### config.mk
export PLATFORM = sky130hd
export DESIGN_NAME = dsa_signature_verify_top
export DESIGN_NICKNAME = d
export VERILOG_FILES = /design/src/rtl/dsv_pkg.sv /design/src/rtl/dsa_signature_verify_top.sv /design/src/rtl/dsv_divider.sv /design/src/rtl/dsv_mulmod.sv /design/src/rtl/dsv_datapath.sv /design/src/rtl/dsv_ctrl.sv
export VERILOG_INCLUDE_DIRS = /design/src /design/src/rtl
export SDC_FILE = /design/constraint.sdc
export NUM_CORES = 2
export LEC_CHECK = 0
export BUFFER_PORTS_ARGS = -buffer_cell sky130_fd_sc_hd__buf_4
export CAP_MARGIN = 15
export CELL_PAD_IN_SITES_DETAIL_PLACEMENT = 1
export CELL_PAD_IN_SITES_GLOBAL_PLACEMENT = 1
export CORE_ASPECT_RATIO = 1.2
export CORE_MARGIN = 5
export CORE_UTILIZATION = 40
export DETAILED_ROUTE_END_ITERATION = 10
export PLACE_DENSITY_LB_ADDON = 0.05
export SYNTH_ARGS = -nofsm -noshare
export SYNTH_HDL_FRONTEND = slang
export SYNTH_SLANG_ARGS = --single-unit
### constraint.sdc
create_clock -name clk -period 18.3 [get_ports clk]
set_input_delay 0.915 -clock clk [delete_from_list [all_inputs] [get_ports clk]]
set_output_delay 0.915 -clock clk [all_outputs]
set_load 0.03 [all_outputs]
### src/rtl/dsa_signature_verify_top_macros.svh
// assertion macros for the signature verifier
// no dependencies; define ASSERT_OFF to compile the checks out
`ifndef DSA_SIGNATURE_VERIFY_TOP_MACROS_SVH
`define DSA_SIGNATURE_VERIFY_TOP_MACROS_SVH
`ifndef ASSERT_OFF
`define ASSERT_IMPL(lbl, clk, rst_n, ante, cons) \
  lbl: assert property (@(posedge clk) disable iff (!rst_n) (ante) |-> (cons)) \
    else $error("assertion failed");
`define ASSERT_NEXT(lbl, clk, rst_n, ante, cons) \
  lbl: assert property (@(posedge clk) disable iff (!rst_n) (ante) |=> (cons)) \
    else $error("assertion failed");
`else
`define ASSERT_IMPL(lbl, clk, rst_n, ante, cons)
`define ASSERT_NEXT(lbl, clk, rst_n, ante, cons)
`endif
`endif

### src/rtl/dsv_pkg.sv
// shared types and constants of the signature verifier
// no dependencies
`timescale 1ns / 1ps
package dsv_pkg;

  localparam int BYTE_W    = 8;
  localparam int SIG_W     = 32;
  localparam int OUT_W     = 32;
  localparam int CFG_IDX_W = 2;

  localparam logic [CFG_IDX_W-1:0] REG_PRIME = 2'd0;
  localparam logic [CFG_IDX_W-1:0] REG_ORDER = 2'd1;
  localparam logic [CFG_IDX_W-1:0] REG_GEN   = 2'd2;
  localparam logic [CFG_IDX_W-1:0] REG_KEY   = 2'd3;

  typedef enum logic [4:0] {
    OP_NOP,
    OP_CAPTURE,
    OP_HASH_ADD,
    OP_HASH_DIV,
    OP_HASH_END,
    OP_EMIT_ZERO,
    OP_INV_INIT,
    OP_INV_DIV,
    OP_INV_DIV_END,
    OP_INV_MUL_END,
    OP_U1_START,
    OP_U1_END,
    OP_U2_END,
    OP_BASE_END,
    OP_ACC_START,
    OP_ACC_END,
    OP_SQR_START,
    OP_SQR_END,
    OP_POW_SAVE,
    OP_FIN_START,
    OP_FIN_END,
    OP_EMIT
  } dsv_op_t;

  typedef struct packed {
    dsv_op_t op;
  } dsv_cmd_t;

  typedef struct packed {
    logic hash_fast;
    logic last;
    logic q_lt2;
    logic p_zero;
    logic inv_go;
    logic e_zero;
    logic e_lsb;
    logic div_done;
    logic mul_done;
  } dsv_status_t;

endpackage

### src/rtl/dsa_signature_verify_top.sv
// signature verifier top level
// uses dsv_pkg, dsv_ctrl and dsv_datapath
`timescale 1ns / 1ps
// usage
// - input transaction: drive in_* with start high while busy is low; one message
//   byte per transaction, in_last_byte marks the final one and carries in_sig_r/s
// - a plain byte is added to the hash directly when hash and byte are below q
//   (or q is below 2), otherwise the hash is reduced on the shared divider
// - a last byte starts verification: inverse by extended euclid, two products,
//   two modular exponentiations, a final product and reduction, all on one
//   bit-serial divider and one shift-add multiplier (one multiplier bit per
//   cycle), both D = max(MODULUS_WIDTH, 32) bits wide; if q is below 2 or p is
//   zero, a zero check value is emitted instead
// - a new transaction is taken once busy falls
// - result: out_strobe is high for one cycle with check value, hash and valid
//   flag; the receiver cannot stall, the result must be taken in that cycle
// - configuration: cfg_valid/cfg_ready write channel, always ready; the user must
//   write it only while busy is low, the block itself does not enforce this
// - reset: synchronous rst_n restores p=23, q=11, g=4, y=8 and clears the hash
module dsa_signature_verify_top #(
  parameter int MODULUS_WIDTH = 32
) (
  input  logic                           clk,
  input  logic                           rst_n,
  input  logic                           start,
  output logic                           busy,
  input  logic [dsv_pkg::BYTE_W-1:0]     in_message_byte,
  input  logic                           in_last_byte,
  input  logic [dsv_pkg::SIG_W-1:0]      in_sig_r,
  input  logic [dsv_pkg::SIG_W-1:0]      in_sig_s,
  input  logic                           cfg_valid,
  output logic                           cfg_ready,
  input  logic [dsv_pkg::CFG_IDX_W-1:0]  cfg_index,
  input  logic [MODULUS_WIDTH-1:0]       cfg_data,
  output logic                           out_strobe,
  output logic [dsv_pkg::OUT_W-1:0]      out_check_value,
  output logic [dsv_pkg::OUT_W-1:0]      out_message_hash,
  output logic                           out_signature_valid
);

  dsv_pkg::dsv_cmd_t    cmd;
  dsv_pkg::dsv_status_t status;

  assign cfg_ready = 1'b1;

  dsv_ctrl u_ctrl (
    .clk    (clk),
    .rst_n  (rst_n),
    .start  (start),
    .busy   (busy),
    .status (status),
    .cmd    (cmd)
  );

  dsv_datapath #(.MODULUS_WIDTH(MODULUS_WIDTH)) u_dp (
    .clk                 (clk),
    .rst_n               (rst_n),
    .cfg_we              (cfg_valid && cfg_ready),
    .cfg_index           (cfg_index),
    .cfg_data            (cfg_data),
    .in_message_byte     (in_message_byte),
    .in_last_byte        (in_last_byte),
    .in_sig_r            (in_sig_r),
    .in_sig_s            (in_sig_s),
    .cmd                 (cmd),
    .status              (status),
    .out_strobe          (out_strobe),
    .out_check_value     (out_check_value),
    .out_message_hash    (out_message_hash),
    .out_signature_valid (out_signature_valid)
  );

endmodule

### src/rtl/dsv_divider.sv
// restoring divider, one quotient bit per cycle
// no package dependencies
`timescale 1ns / 1ps
module dsv_divider #(
  parameter int NUM_W = 33,
  parameter int DEN_W = 32
) (
  input  logic             clk,
  input  logic             rst_n,
  input  logic             start,
  input  logic [NUM_W-1:0] num,
  input  logic [DEN_W-1:0] den,
  output logic             done,
  output logic [NUM_W-1:0] quo,
  output logic [DEN_W-1:0] rem
);

  localparam int CNT_W = $clog2(NUM_W + 1);

  logic             busy_r;
  logic [CNT_W-1:0] cnt_r;
  logic [DEN_W-1:0] rem_r;
  logic [NUM_W-1:0] quo_r;
  logic [DEN_W-1:0] den_r;
  logic [DEN_W:0]   rem_sh;
  logic [DEN_W:0]   rem_sub;
  logic             ge;

  assign rem_sh  = {rem_r, quo_r[NUM_W-1]};
  assign ge      = rem_sh >= {1'b0, den_r};
  assign rem_sub = rem_sh - {1'b0, den_r};
  assign done    = busy_r && (cnt_r == '0);
  assign quo     = quo_r;
  assign rem     = rem_r;

  always_ff @(posedge clk) begin
    if (!rst_n) begin
      busy_r <= 1'b0;
      cnt_r  <= '0;
    end else if (start) begin
      busy_r <= 1'b1;
      cnt_r  <= CNT_W'(NUM_W);
    end else if (done) begin
      busy_r <= 1'b0;
    end else if (busy_r) begin
      cnt_r <= cnt_r - 1'b1;
    end
  end

  always_ff @(posedge clk) begin
    if (start) begin
      rem_r <= '0;
      quo_r <= num;
      den_r <= den;
    end else if (busy_r && (cnt_r != '0)) begin
      rem_r <= ge ? rem_sub[DEN_W-1:0] : rem_sh[DEN_W-1:0];
      quo_r <= {quo_r[NUM_W-2:0], ge};
    end
  end

endmodule

### src/rtl/dsv_mulmod.sv
// modular multiplier, shift and add over one multiplier bit per cycle
// no package dependencies
`timescale 1ns / 1ps
module dsv_mulmod #(
  parameter int W = 32
) (
  input  logic         clk,
  input  logic         rst_n,
  input  logic         start,
  input  logic [W-1:0] a,
  input  logic [W-1:0] b,
  input  logic [W-1:0] m,
  output logic         done,
  output logic [W-1:0] res
);

  logic         busy_r;
  logic [W-1:0] acc_r;
  logic [W-1:0] a_r;
  logic [W-1:0] b_r;
  logic [W-1:0] m_r;

  function automatic logic [W-1:0] add_mod(logic [W-1:0] x, logic [W-1:0] y,
                                           logic [W-1:0] mm);
    logic [W-1:0] room;
    room = mm - y;
    return (x >= room) ? (x - room) : (x + y);
  endfunction

  assign done = busy_r && (b_r == '0);
  assign res  = acc_r;

  always_ff @(posedge clk) begin
    if (!rst_n) begin
      busy_r <= 1'b0;
    end else if (start) begin
      busy_r <= 1'b1;
    end else if (done) begin
      busy_r <= 1'b0;
    end
  end

  always_ff @(posedge clk) begin
    if (start) begin
      acc_r <= '0;
      a_r   <= a;
      b_r   <= b;
      m_r   <= m;
    end else if (busy_r && (b_r != '0)) begin
      if (b_r[0]) begin
        acc_r <= add_mod(acc_r, a_r, m_r);
      end
      a_r <= add_mod(a_r, a_r, m_r);
      b_r <= b_r >> 1;
    end
  end

endmodule

### src/rtl/dsv_datapath.sv
// datapath: configuration, hash, inverse, exponent registers and result
// uses dsv_pkg, dsv_divider and dsv_mulmod
`timescale 1ns / 1ps
module dsv_datapath #(
  parameter int MODULUS_WIDTH = 32
) (
  input  logic                           clk,
  input  logic                           rst_n,
  input  logic                           cfg_we,
  input  logic [dsv_pkg::CFG_IDX_W-1:0]  cfg_index,
  input  logic [MODULUS_WIDTH-1:0]       cfg_data,
  input  logic [dsv_pkg::BYTE_W-1:0]     in_message_byte,
  input  logic                           in_last_byte,
  input  logic [dsv_pkg::SIG_W-1:0]      in_sig_r,
  input  logic [dsv_pkg::SIG_W-1:0]      in_sig_s,
  input  dsv_pkg::dsv_cmd_t              cmd,
  output dsv_pkg::dsv_status_t           status,
  output logic                           out_strobe,
  output logic [dsv_pkg::OUT_W-1:0]      out_check_value,
  output logic [dsv_pkg::OUT_W-1:0]      out_message_hash,
  output logic                           out_signature_valid
);

  localparam int W = MODULUS_WIDTH;
  localparam int D = (MODULUS_WIDTH > 32) ? MODULUS_WIDTH : 32;
  localparam int N = D + 1;

  logic [W-1:0] p_r, q_r, g_r, y_r;
  logic [D-1:0] p_x, q_x, g_x, y_x;

  logic [D-1:0]               h_r;
  logic [dsv_pkg::BYTE_W-1:0] byte_r;
  logic                       last_r;
  logic [D-1:0] r_r, s_r, a_r, dv_r, cp_r, cc_r, rem_r;
  logic [D-1:0] u1_r, u2_r, e_r, acc_r, base_r, pa_r;
  logic [D-1:0] byte_x, one_p;

  logic                       strobe_r;
  logic [dsv_pkg::OUT_W-1:0]  check_r, hash_r;
  logic                       valid_r;

  logic         div_start, div_done;
  logic [N-1:0] div_num, div_quo;
  logic [D-1:0] div_den, div_rem;
  logic         mul_start, mul_done;
  logic [D-1:0] mul_a, mul_b, mul_m, mul_res;

  function automatic logic [D-1:0] add_mod(logic [D-1:0] x, logic [D-1:0] y,
                                           logic [D-1:0] mm);
    logic [D-1:0] room;
    room = mm - y;
    return (x >= room) ? (x - room) : (x + y);
  endfunction

  function automatic logic [D-1:0] sub_mod(logic [D-1:0] x, logic [D-1:0] y,
                                           logic [D-1:0] mm);
    return (x >= y) ? (x - y) : (x + (mm - y));
  endfunction

  assign p_x    = D'(p_r);
  assign q_x    = D'(q_r);
  assign g_x    = D'(g_r);
  assign y_x    = D'(y_r);
  assign byte_x = D'(byte_r);
  assign one_p  = (p_x == D'(1)) ? '0 : D'(1);

  always_ff @(posedge clk) begin
    if (!rst_n) begin
      p_r <= W'(23);
      q_r <= W'(11);
      g_r <= W'(4);
      y_r <= W'(8);
    end else if (cfg_we) begin
      unique case (cfg_index)
        dsv_pkg::REG_PRIME: p_r <= cfg_data;
        dsv_pkg::REG_ORDER: q_r <= cfg_data;
        dsv_pkg::REG_GEN:   g_r <= cfg_data;
        dsv_pkg::REG_KEY:   y_r <= cfg_data;
      endcase
    end
  end

  // operand steering for the shared units
  always_comb begin
    div_start = 1'b0;
    div_num   = N'(a_r);
    div_den   = dv_r;
    mul_start = 1'b0;
    mul_a     = cc_r;
    mul_b     = h_r;
    mul_m     = q_x;
    unique case (cmd.op)
      dsv_pkg::OP_HASH_DIV: begin
        div_start = 1'b1;
        div_num   = N'(h_r) + N'(byte_x);
        div_den   = q_x;
      end
      dsv_pkg::OP_INV_DIV: begin
        div_start = 1'b1;
      end
      dsv_pkg::OP_INV_DIV_END: begin
        mul_start = 1'b1;
        mul_a     = cp_r;
        mul_b     = div_quo[D-1:0];
      end
      dsv_pkg::OP_U1_START: begin
        mul_start = 1'b1;
      end
      dsv_pkg::OP_U1_END: begin
        mul_start = 1'b1;
        mul_b     = r_r;
      end
      dsv_pkg::OP_U2_END: begin
        div_start = 1'b1;
        div_num   = N'(g_x);
        div_den   = p_x;
      end
      dsv_pkg::OP_POW_SAVE: begin
        div_start = 1'b1;
        div_num   = N'(y_x);
        div_den   = p_x;
      end
      dsv_pkg::OP_ACC_START: begin
        mul_start = 1'b1;
        mul_a     = acc_r;
        mul_b     = base_r;
        mul_m     = p_x;
      end
      dsv_pkg::OP_ACC_END, dsv_pkg::OP_SQR_START: begin
        mul_start = 1'b1;
        mul_a     = base_r;
        mul_b     = base_r;
        mul_m     = p_x;
      end
      dsv_pkg::OP_FIN_START: begin
        mul_start = 1'b1;
        mul_a     = pa_r;
        mul_b     = acc_r;
        mul_m     = p_x;
      end
      dsv_pkg::OP_FIN_END: begin
        div_start = 1'b1;
        div_num   = N'(mul_res);
        div_den   = q_x;
      end
      default: begin
      end
    endcase
  end

  dsv_divider #(.NUM_W(N), .DEN_W(D)) u_div (
    .clk   (clk),
    .rst_n (rst_n),
    .start (div_start),
    .num   (div_num),
    .den   (div_den),
    .done  (div_done),
    .quo   (div_quo),
    .rem   (div_rem)
  );

  dsv_mulmod #(.W(D)) u_mul (
    .clk   (clk),
    .rst_n (rst_n),
    .start (mul_start),
    .a     (mul_a),
    .b     (mul_b),
    .m     (mul_m),
    .done  (mul_done),
    .res   (mul_res)
  );

  // running hash and result strobe
  always_ff @(posedge clk) begin
    if (!rst_n) begin
      h_r      <= '0;
      strobe_r <= 1'b0;
    end else begin
      strobe_r <= (cmd.op == dsv_pkg::OP_EMIT) || (cmd.op == dsv_pkg::OP_EMIT_ZERO);
      if (cmd.op == dsv_pkg::OP_HASH_ADD) begin
        h_r <= (q_x < D'(2)) ? '0 : add_mod(h_r, byte_x, q_x);
      end else if (cmd.op == dsv_pkg::OP_HASH_END) begin
        h_r <= div_rem;
      end else if ((cmd.op == dsv_pkg::OP_EMIT) || (cmd.op == dsv_pkg::OP_EMIT_ZERO)) begin
        h_r <= '0;
      end
    end
  end

  always_ff @(posedge clk) begin
    unique case (cmd.op)
      dsv_pkg::OP_CAPTURE: begin
        byte_r <= in_message_byte;
        last_r <= in_last_byte;
        r_r    <= D'(in_sig_r);
        s_r    <= D'(in_sig_s);
      end
      dsv_pkg::OP_INV_INIT: begin
        a_r  <= s_r;
        dv_r <= q_x;
        cp_r <= '0;
        cc_r <= D'(1);
      end
      dsv_pkg::OP_INV_DIV_END: rem_r <= div_rem;
      dsv_pkg::OP_INV_MUL_END: begin
        cp_r <= sub_mod(cc_r, mul_res, q_x);
        a_r  <= dv_r;
        dv_r <= rem_r;
        cc_r <= cp_r;
      end
      dsv_pkg::OP_U1_END: u1_r <= mul_res;
      dsv_pkg::OP_U2_END: begin
        u2_r  <= mul_res;
        e_r   <= u1_r;
        acc_r <= one_p;
      end
      dsv_pkg::OP_BASE_END: base_r <= div_rem;
      dsv_pkg::OP_ACC_END:  acc_r <= mul_res;
      dsv_pkg::OP_SQR_END: begin
        base_r <= mul_res;
        e_r    <= e_r >> 1;
      end
      dsv_pkg::OP_POW_SAVE: begin
        pa_r  <= acc_r;
        e_r   <= u2_r;
        acc_r <= one_p;
      end
      dsv_pkg::OP_EMIT: begin
        check_r <= div_rem[dsv_pkg::OUT_W-1:0];
        hash_r  <= h_r[dsv_pkg::OUT_W-1:0];
        valid_r <= (div_rem == r_r);
      end
      dsv_pkg::OP_EMIT_ZERO: begin
        check_r <= '0;
        hash_r  <= h_r[dsv_pkg::OUT_W-1:0];
        valid_r <= (r_r == '0);
      end
      default: begin
      end
    endcase
  end

  assign status.hash_fast = (q_x < D'(2)) || ((h_r < q_x) && (byte_x < q_x));
  assign status.last      = last_r;
  assign status.q_lt2     = q_x < D'(2);
  assign status.p_zero    = p_x == '0;
  assign status.inv_go    = (a_r > D'(1)) && (dv_r != '0);
  assign status.e_zero    = e_r == '0;
  assign status.e_lsb     = e_r[0];
  assign status.div_done  = div_done;
  assign status.mul_done  = mul_done;

  assign out_strobe          = strobe_r;
  assign out_check_value     = check_r;
  assign out_message_hash    = hash_r;
  assign out_signature_valid = valid_r;

endmodule

### src/rtl/dsv_ctrl.sv
// controller: sequences hash, inverse, exponentiations and result
// uses dsv_pkg and the assertion macro header
`timescale 1ns / 1ps
`include "dsa_signature_verify_top_macros.svh"
module dsv_ctrl (
  input  logic                 clk,
  input  logic                 rst_n,
  input  logic                 start,
  output logic                 busy,
  input  dsv_pkg::dsv_status_t status,
  output dsv_pkg::dsv_cmd_t    cmd
);

  typedef enum logic [14:0] {
    S_IDLE   = 15'h0001,
    S_HASH   = 15'h0002,
    S_HASH_W = 15'h0004,
    S_CHK    = 15'h0008,
    S_INV    = 15'h0010,
    S_INV_DW = 15'h0020,
    S_INV_MW = 15'h0040,
    S_U1_W   = 15'h0080,
    S_U2_W   = 15'h0100,
    S_BASE_W = 15'h0200,
    S_POW    = 15'h0400,
    S_ACC_W  = 15'h0800,
    S_SQR_W  = 15'h1000,
    S_FIN_MW = 15'h2000,
    S_FIN_DW = 15'h4000
  } dsv_state_t;

  dsv_state_t state_r, state_nxt;
  logic       second_r, second_nxt;

  always_ff @(posedge clk) begin
    if (!rst_n) begin
      state_r  <= S_IDLE;
      second_r <= 1'b0;
    end else begin
      state_r  <= state_nxt;
      second_r <= second_nxt;
    end
  end

  assign busy = state_r != S_IDLE;

  always_comb begin
    state_nxt  = state_r;
    second_nxt = second_r;
    cmd.op     = dsv_pkg::OP_NOP;
    unique case (state_r)
      S_IDLE: begin
        if (start) begin
          cmd.op    = dsv_pkg::OP_CAPTURE;
          state_nxt = S_HASH;
        end
      end
      S_HASH: begin
        if (status.hash_fast) begin
          cmd.op    = dsv_pkg::OP_HASH_ADD;
          state_nxt = status.last ? S_CHK : S_IDLE;
        end else begin
          cmd.op    = dsv_pkg::OP_HASH_DIV;
          state_nxt = S_HASH_W;
        end
      end
      S_HASH_W: begin
        if (status.div_done) begin
          cmd.op    = dsv_pkg::OP_HASH_END;
          state_nxt = status.last ? S_CHK : S_IDLE;
        end
      end
      S_CHK: begin
        second_nxt = 1'b0;
        if (status.q_lt2 || status.p_zero) begin
          cmd.op    = dsv_pkg::OP_EMIT_ZERO;
          state_nxt = S_IDLE;
        end else begin
          cmd.op    = dsv_pkg::OP_INV_INIT;
          state_nxt = S_INV;
        end
      end
      S_INV: begin
        if (status.inv_go) begin
          cmd.op    = dsv_pkg::OP_INV_DIV;
          state_nxt = S_INV_DW;
        end else begin
          cmd.op    = dsv_pkg::OP_U1_START;
          state_nxt = S_U1_W;
        end
      end
      S_INV_DW: begin
        if (status.div_done) begin
          cmd.op    = dsv_pkg::OP_INV_DIV_END;
          state_nxt = S_INV_MW;
        end
      end
      S_INV_MW: begin
        if (status.mul_done) begin
          cmd.op    = dsv_pkg::OP_INV_MUL_END;
          state_nxt = S_INV;
        end
      end
      S_U1_W: begin
        if (status.mul_done) begin
          cmd.op    = dsv_pkg::OP_U1_END;
          state_nxt = S_U2_W;
        end
      end
      S_U2_W: begin
        if (status.mul_done) begin
          cmd.op    = dsv_pkg::OP_U2_END;
          state_nxt = S_BASE_W;
        end
      end
      S_BASE_W: begin
        if (status.div_done) begin
          cmd.op    = dsv_pkg::OP_BASE_END;
          state_nxt = S_POW;
        end
      end
      S_POW: begin
        priority if (status.e_zero && !second_r) begin
          cmd.op     = dsv_pkg::OP_POW_SAVE;
          second_nxt = 1'b1;
          state_nxt  = S_BASE_W;
        end else if (status.e_zero) begin
          cmd.op    = dsv_pkg::OP_FIN_START;
          state_nxt = S_FIN_MW;
        end else if (status.e_lsb) begin
          cmd.op    = dsv_pkg::OP_ACC_START;
          state_nxt = S_ACC_W;
        end else begin
          cmd.op    = dsv_pkg::OP_SQR_START;
          state_nxt = S_SQR_W;
        end
      end
      S_ACC_W: begin
        if (status.mul_done) begin
          cmd.op    = dsv_pkg::OP_ACC_END;
          state_nxt = S_SQR_W;
        end
      end
      S_SQR_W: begin
        if (status.mul_done) begin
          cmd.op    = dsv_pkg::OP_SQR_END;
          state_nxt = S_POW;
        end
      end
      S_FIN_MW: begin
        if (status.mul_done) begin
          cmd.op    = dsv_pkg::OP_FIN_END;
          state_nxt = S_FIN_DW;
        end
      end
      S_FIN_DW: begin
        if (status.div_done) begin
          cmd.op    = dsv_pkg::OP_EMIT;
          state_nxt = S_IDLE;
        end
      end
      default: begin
        state_nxt = S_IDLE;
      end
    endcase
  end

  `ASSERT_IMPL(a_idle_units_quiet, clk, rst_n, state_r == S_IDLE,
               !status.div_done && !status.mul_done)
  `ASSERT_IMPL(a_emit_only_last, clk, rst_n,
               (cmd.op == dsv_pkg::OP_EMIT) || (cmd.op == dsv_pkg::OP_EMIT_ZERO), status.last)
  `ASSERT_IMPL(a_busy_from_start, clk, rst_n, $rose(busy), $past(start))

endmodule

==> qor.txt <==
Top FF cell, synth: edfxtp_1
number of cells after detailed placement: 7514
portion of the post-synthesis area used by sequential elements: 45.6%
Critical Path End Type: flop
Reg2Reg Setup Slack: 11.48 ns
Gate Count Post-Synth: 5667
final cycle utilization of the critical path: 37.2%
sum of buffers and inverters on the critical path: 3
leading cell type in the layout, fill and taps excluded: nand2_1
DRC Markers: 0
unrepaired setup endpoints after global routing: no
PortBufs: 177
number of nets in the layout: 6279
data required time of the worst path: 18.75 ns
clock buffers created by TritonCTS: 97
startpoint of the most critical hold path: in_sig_s[16]
area added between synthesis and finish: 13.5%
Hold Path Stages: 1
kind of cell adding the most delay to the critical path: compound AO/OA/AOI/OAI gates
drt total wl: 227000 um
worst slew pin tran: 1.23 ns
proportion of layout cells with a drive suffix above 1: 9.78%
number of distinct library cells after synthesis: 92
buffer type at the clock tree root: clkbuf_16
vias post-DR: 46200
Detail Route Antenna Nets: 0
Critical Path Max Stage Delay: 0.76 ns
fraction of the core area covered by cells at the end of the flow: 45.7%
max_slew headroom: 17.1%
sum of overflow across all layers after global routing: 0
die outline area: 142000 um2
maximum number of pins on one net before global-route repair: 84
Mapped Area: 53800 um2
via count of the first global-routing pass: 47400
CP startpoint kind: flop
Seq cells post-synth: 900
final-report hold violation count: 0
Placeable Area: 134000 um2
number of flip-flops under the largest register name: 33
number of cell rows: 147
number of enable-type register cells in the synthesized netlist: 651
global routing usage summed across all routing layers: 31.2%
outcome: finished clean
cell depth of the worst flop-to-flop path: 25
slowest cell on the critical path: nand2_1
post-CTS clock slew at the launch and capture registers of the worst setup and hold paths: 0.07 ns
highest clock rate: 147 MHz
Crit Path Category: reg -> reg
post-detail-place hpwl: 180000 um
data arrival time of the worst path: 7.27 ns
Clock Latency Late Sink: 0.73 ns
Mapped Nets: 6120
clock tree from TritonCTS: yes
pins over their slew limit: 0
violation count after the first detailed-route iteration: 3892
Hold EP: u_dp.s_r[16]
WL per Instance: 29.5 um
commonest non-fill, non-tap cells in the layout: nand2_1, edfxtp_1, a21oi_1, nor2_1, o21ai_0
average cell area after synthesis: 9.50 um2
wire length of the first global-routing pass: 325000 um
Boundary Pins: 179
count of fill cells added during filler insertion: 15100
final critical-path required period: 6.82 ns
Max rail drop VDD: 74.8 uV
Post-Layout Cell Count: 7701
leakage power: 0.0240 uW
vertical extent of the die: 412 um
placer congestion estimate: 0.955
number of buffers on the longest clock path: 3
hold bufs inserted after CTS: 0
Crit Reg-Reg Startpoint: u_dp.u_mul.m_r[0]
share of synthesized flip-flops with an asynchronous set or reset: 0%
clk_skew: 0.0388 ns
R2R Path End: u_dp.u_mul.a_r[20]
die width: 345 um
count of synthesis-stage warnings from yosys: 0
final-report setup violation count: 0
power density of the placed cells: 89.6 nW/um2
total number of H-tree levels: 3
effective utilization at floorplan: 40.2%
Max-Cap Viols: 0
antenna violations before repair: 8
post-cts gate resize count: 0
worst setup path startpoint: u_dp.u_mul.m_r[0]
count of clock tree sinks: 900
worst hold path type: in -> reg
DRT Pass-1 Iters: 6
number of vias per cell: 6.00
accumulated negative setup slack: 0 ns
number of setup buffers added after CTS: 0
Worst Path Max Fanout: 24
synthesized netlist by cell type, drive strengths merged (93+ instances only):
master  instances  share of area (%)
mux2i          93                1.7
ha            302                7.0
nand2         882                6.2
a21oi         489                4.7
inv           311                2.2
dfxtp         249                9.3
xnor2         205                3.3
edfxtp        651                 36
xor2          100                1.6
a21o          148                2.1
o21ai         332                3.1
clkbuf        212                1.5
nor2          384                2.7
logic make-up (layout without fill, tap and decap cells):
logic type	Yosys count	in the layout	share of synthesized area, %
xor gates and xnor gates	305	305	4.96
adders and majority gates	342	342	8.51
AOI/OAI and AO/OA	1549	1549	18.6
other	1	5	0.00697
and+or+nand+nor	1902	1902	16.3
muxes	107	107	2.02
DFF	900	900	45.6
buffers and inverters	561	803	4.01
how the worst max path moves through the flow:
stage / cells past startpoint / end / slack, ns
4_1_cts: 23 / u_dp.u_mul.a_r[20] / 11.45
3_3_place_gp: 25 / u_dp.u_mul.a_r[20] / 11.73
5_1_grt: 23 / u_dp.u_mul.a_r[20] / 11.09
2_1_floorplan: 10 / u_dp.h_r[30] / 3.81
3_5_place_dp: 23 / u_dp.u_mul.a_r[20] / 11.53
6_report: 25 / u_dp.u_mul.a_r[20] / 11.48
per-layer routing:
metal | up-vias | wire, um | global-route usage (%)
met3 | 432 | 12800 | 3.76
li1 | 21000 | - | -
met4 | 4 | 15800 | 17.9
met2 | 1552 | 106000 | 51.9
met1 | 23200 | 92500 | 39.3
met5 | - | 23 | 0
cell type report:
type | count | area, um2 | area share [%]
clock buffers | 136 | 2800 | 4.58
clock inverters | 46 | 601 | 0.983
repair buffers | 310 | 2340 | 3.84
well taps | 1788 | 2240 | 3.66
flip-flops and latches | 900 | 24500 | 40.2
inverters | 311 | 1170 | 1.92
multi-input cells | 4206 | 27400 | 44.8
diodes | 4 | 10.0 | 0.0164
metrics by stage:
step                      cell area [um2]  setup WS, ns  power, uW  hold slack [ns]
after CTS                           61100         11.45       5500            0.317
final                               61100         11.48       5470            0.362
after global routing                61100         11.09       5670            0.350
after detailed placement            57700         11.53       3360            0.447
after global placement              57700         11.73       3340            0.441
after floorplan                     53800          3.81       2960            0.432
power breakdown:
part	total (uW)	internal, uW	leakage (uW)	switching, uW
Combinational	969	344	0.0143	624
Sequential	2360	2270	0.00800	97.9
Clock	2140	1240	0.00167	898
Total	5470	3850	0.0240	1620
No activity file was read; power rests on OpenSTA's default activity.
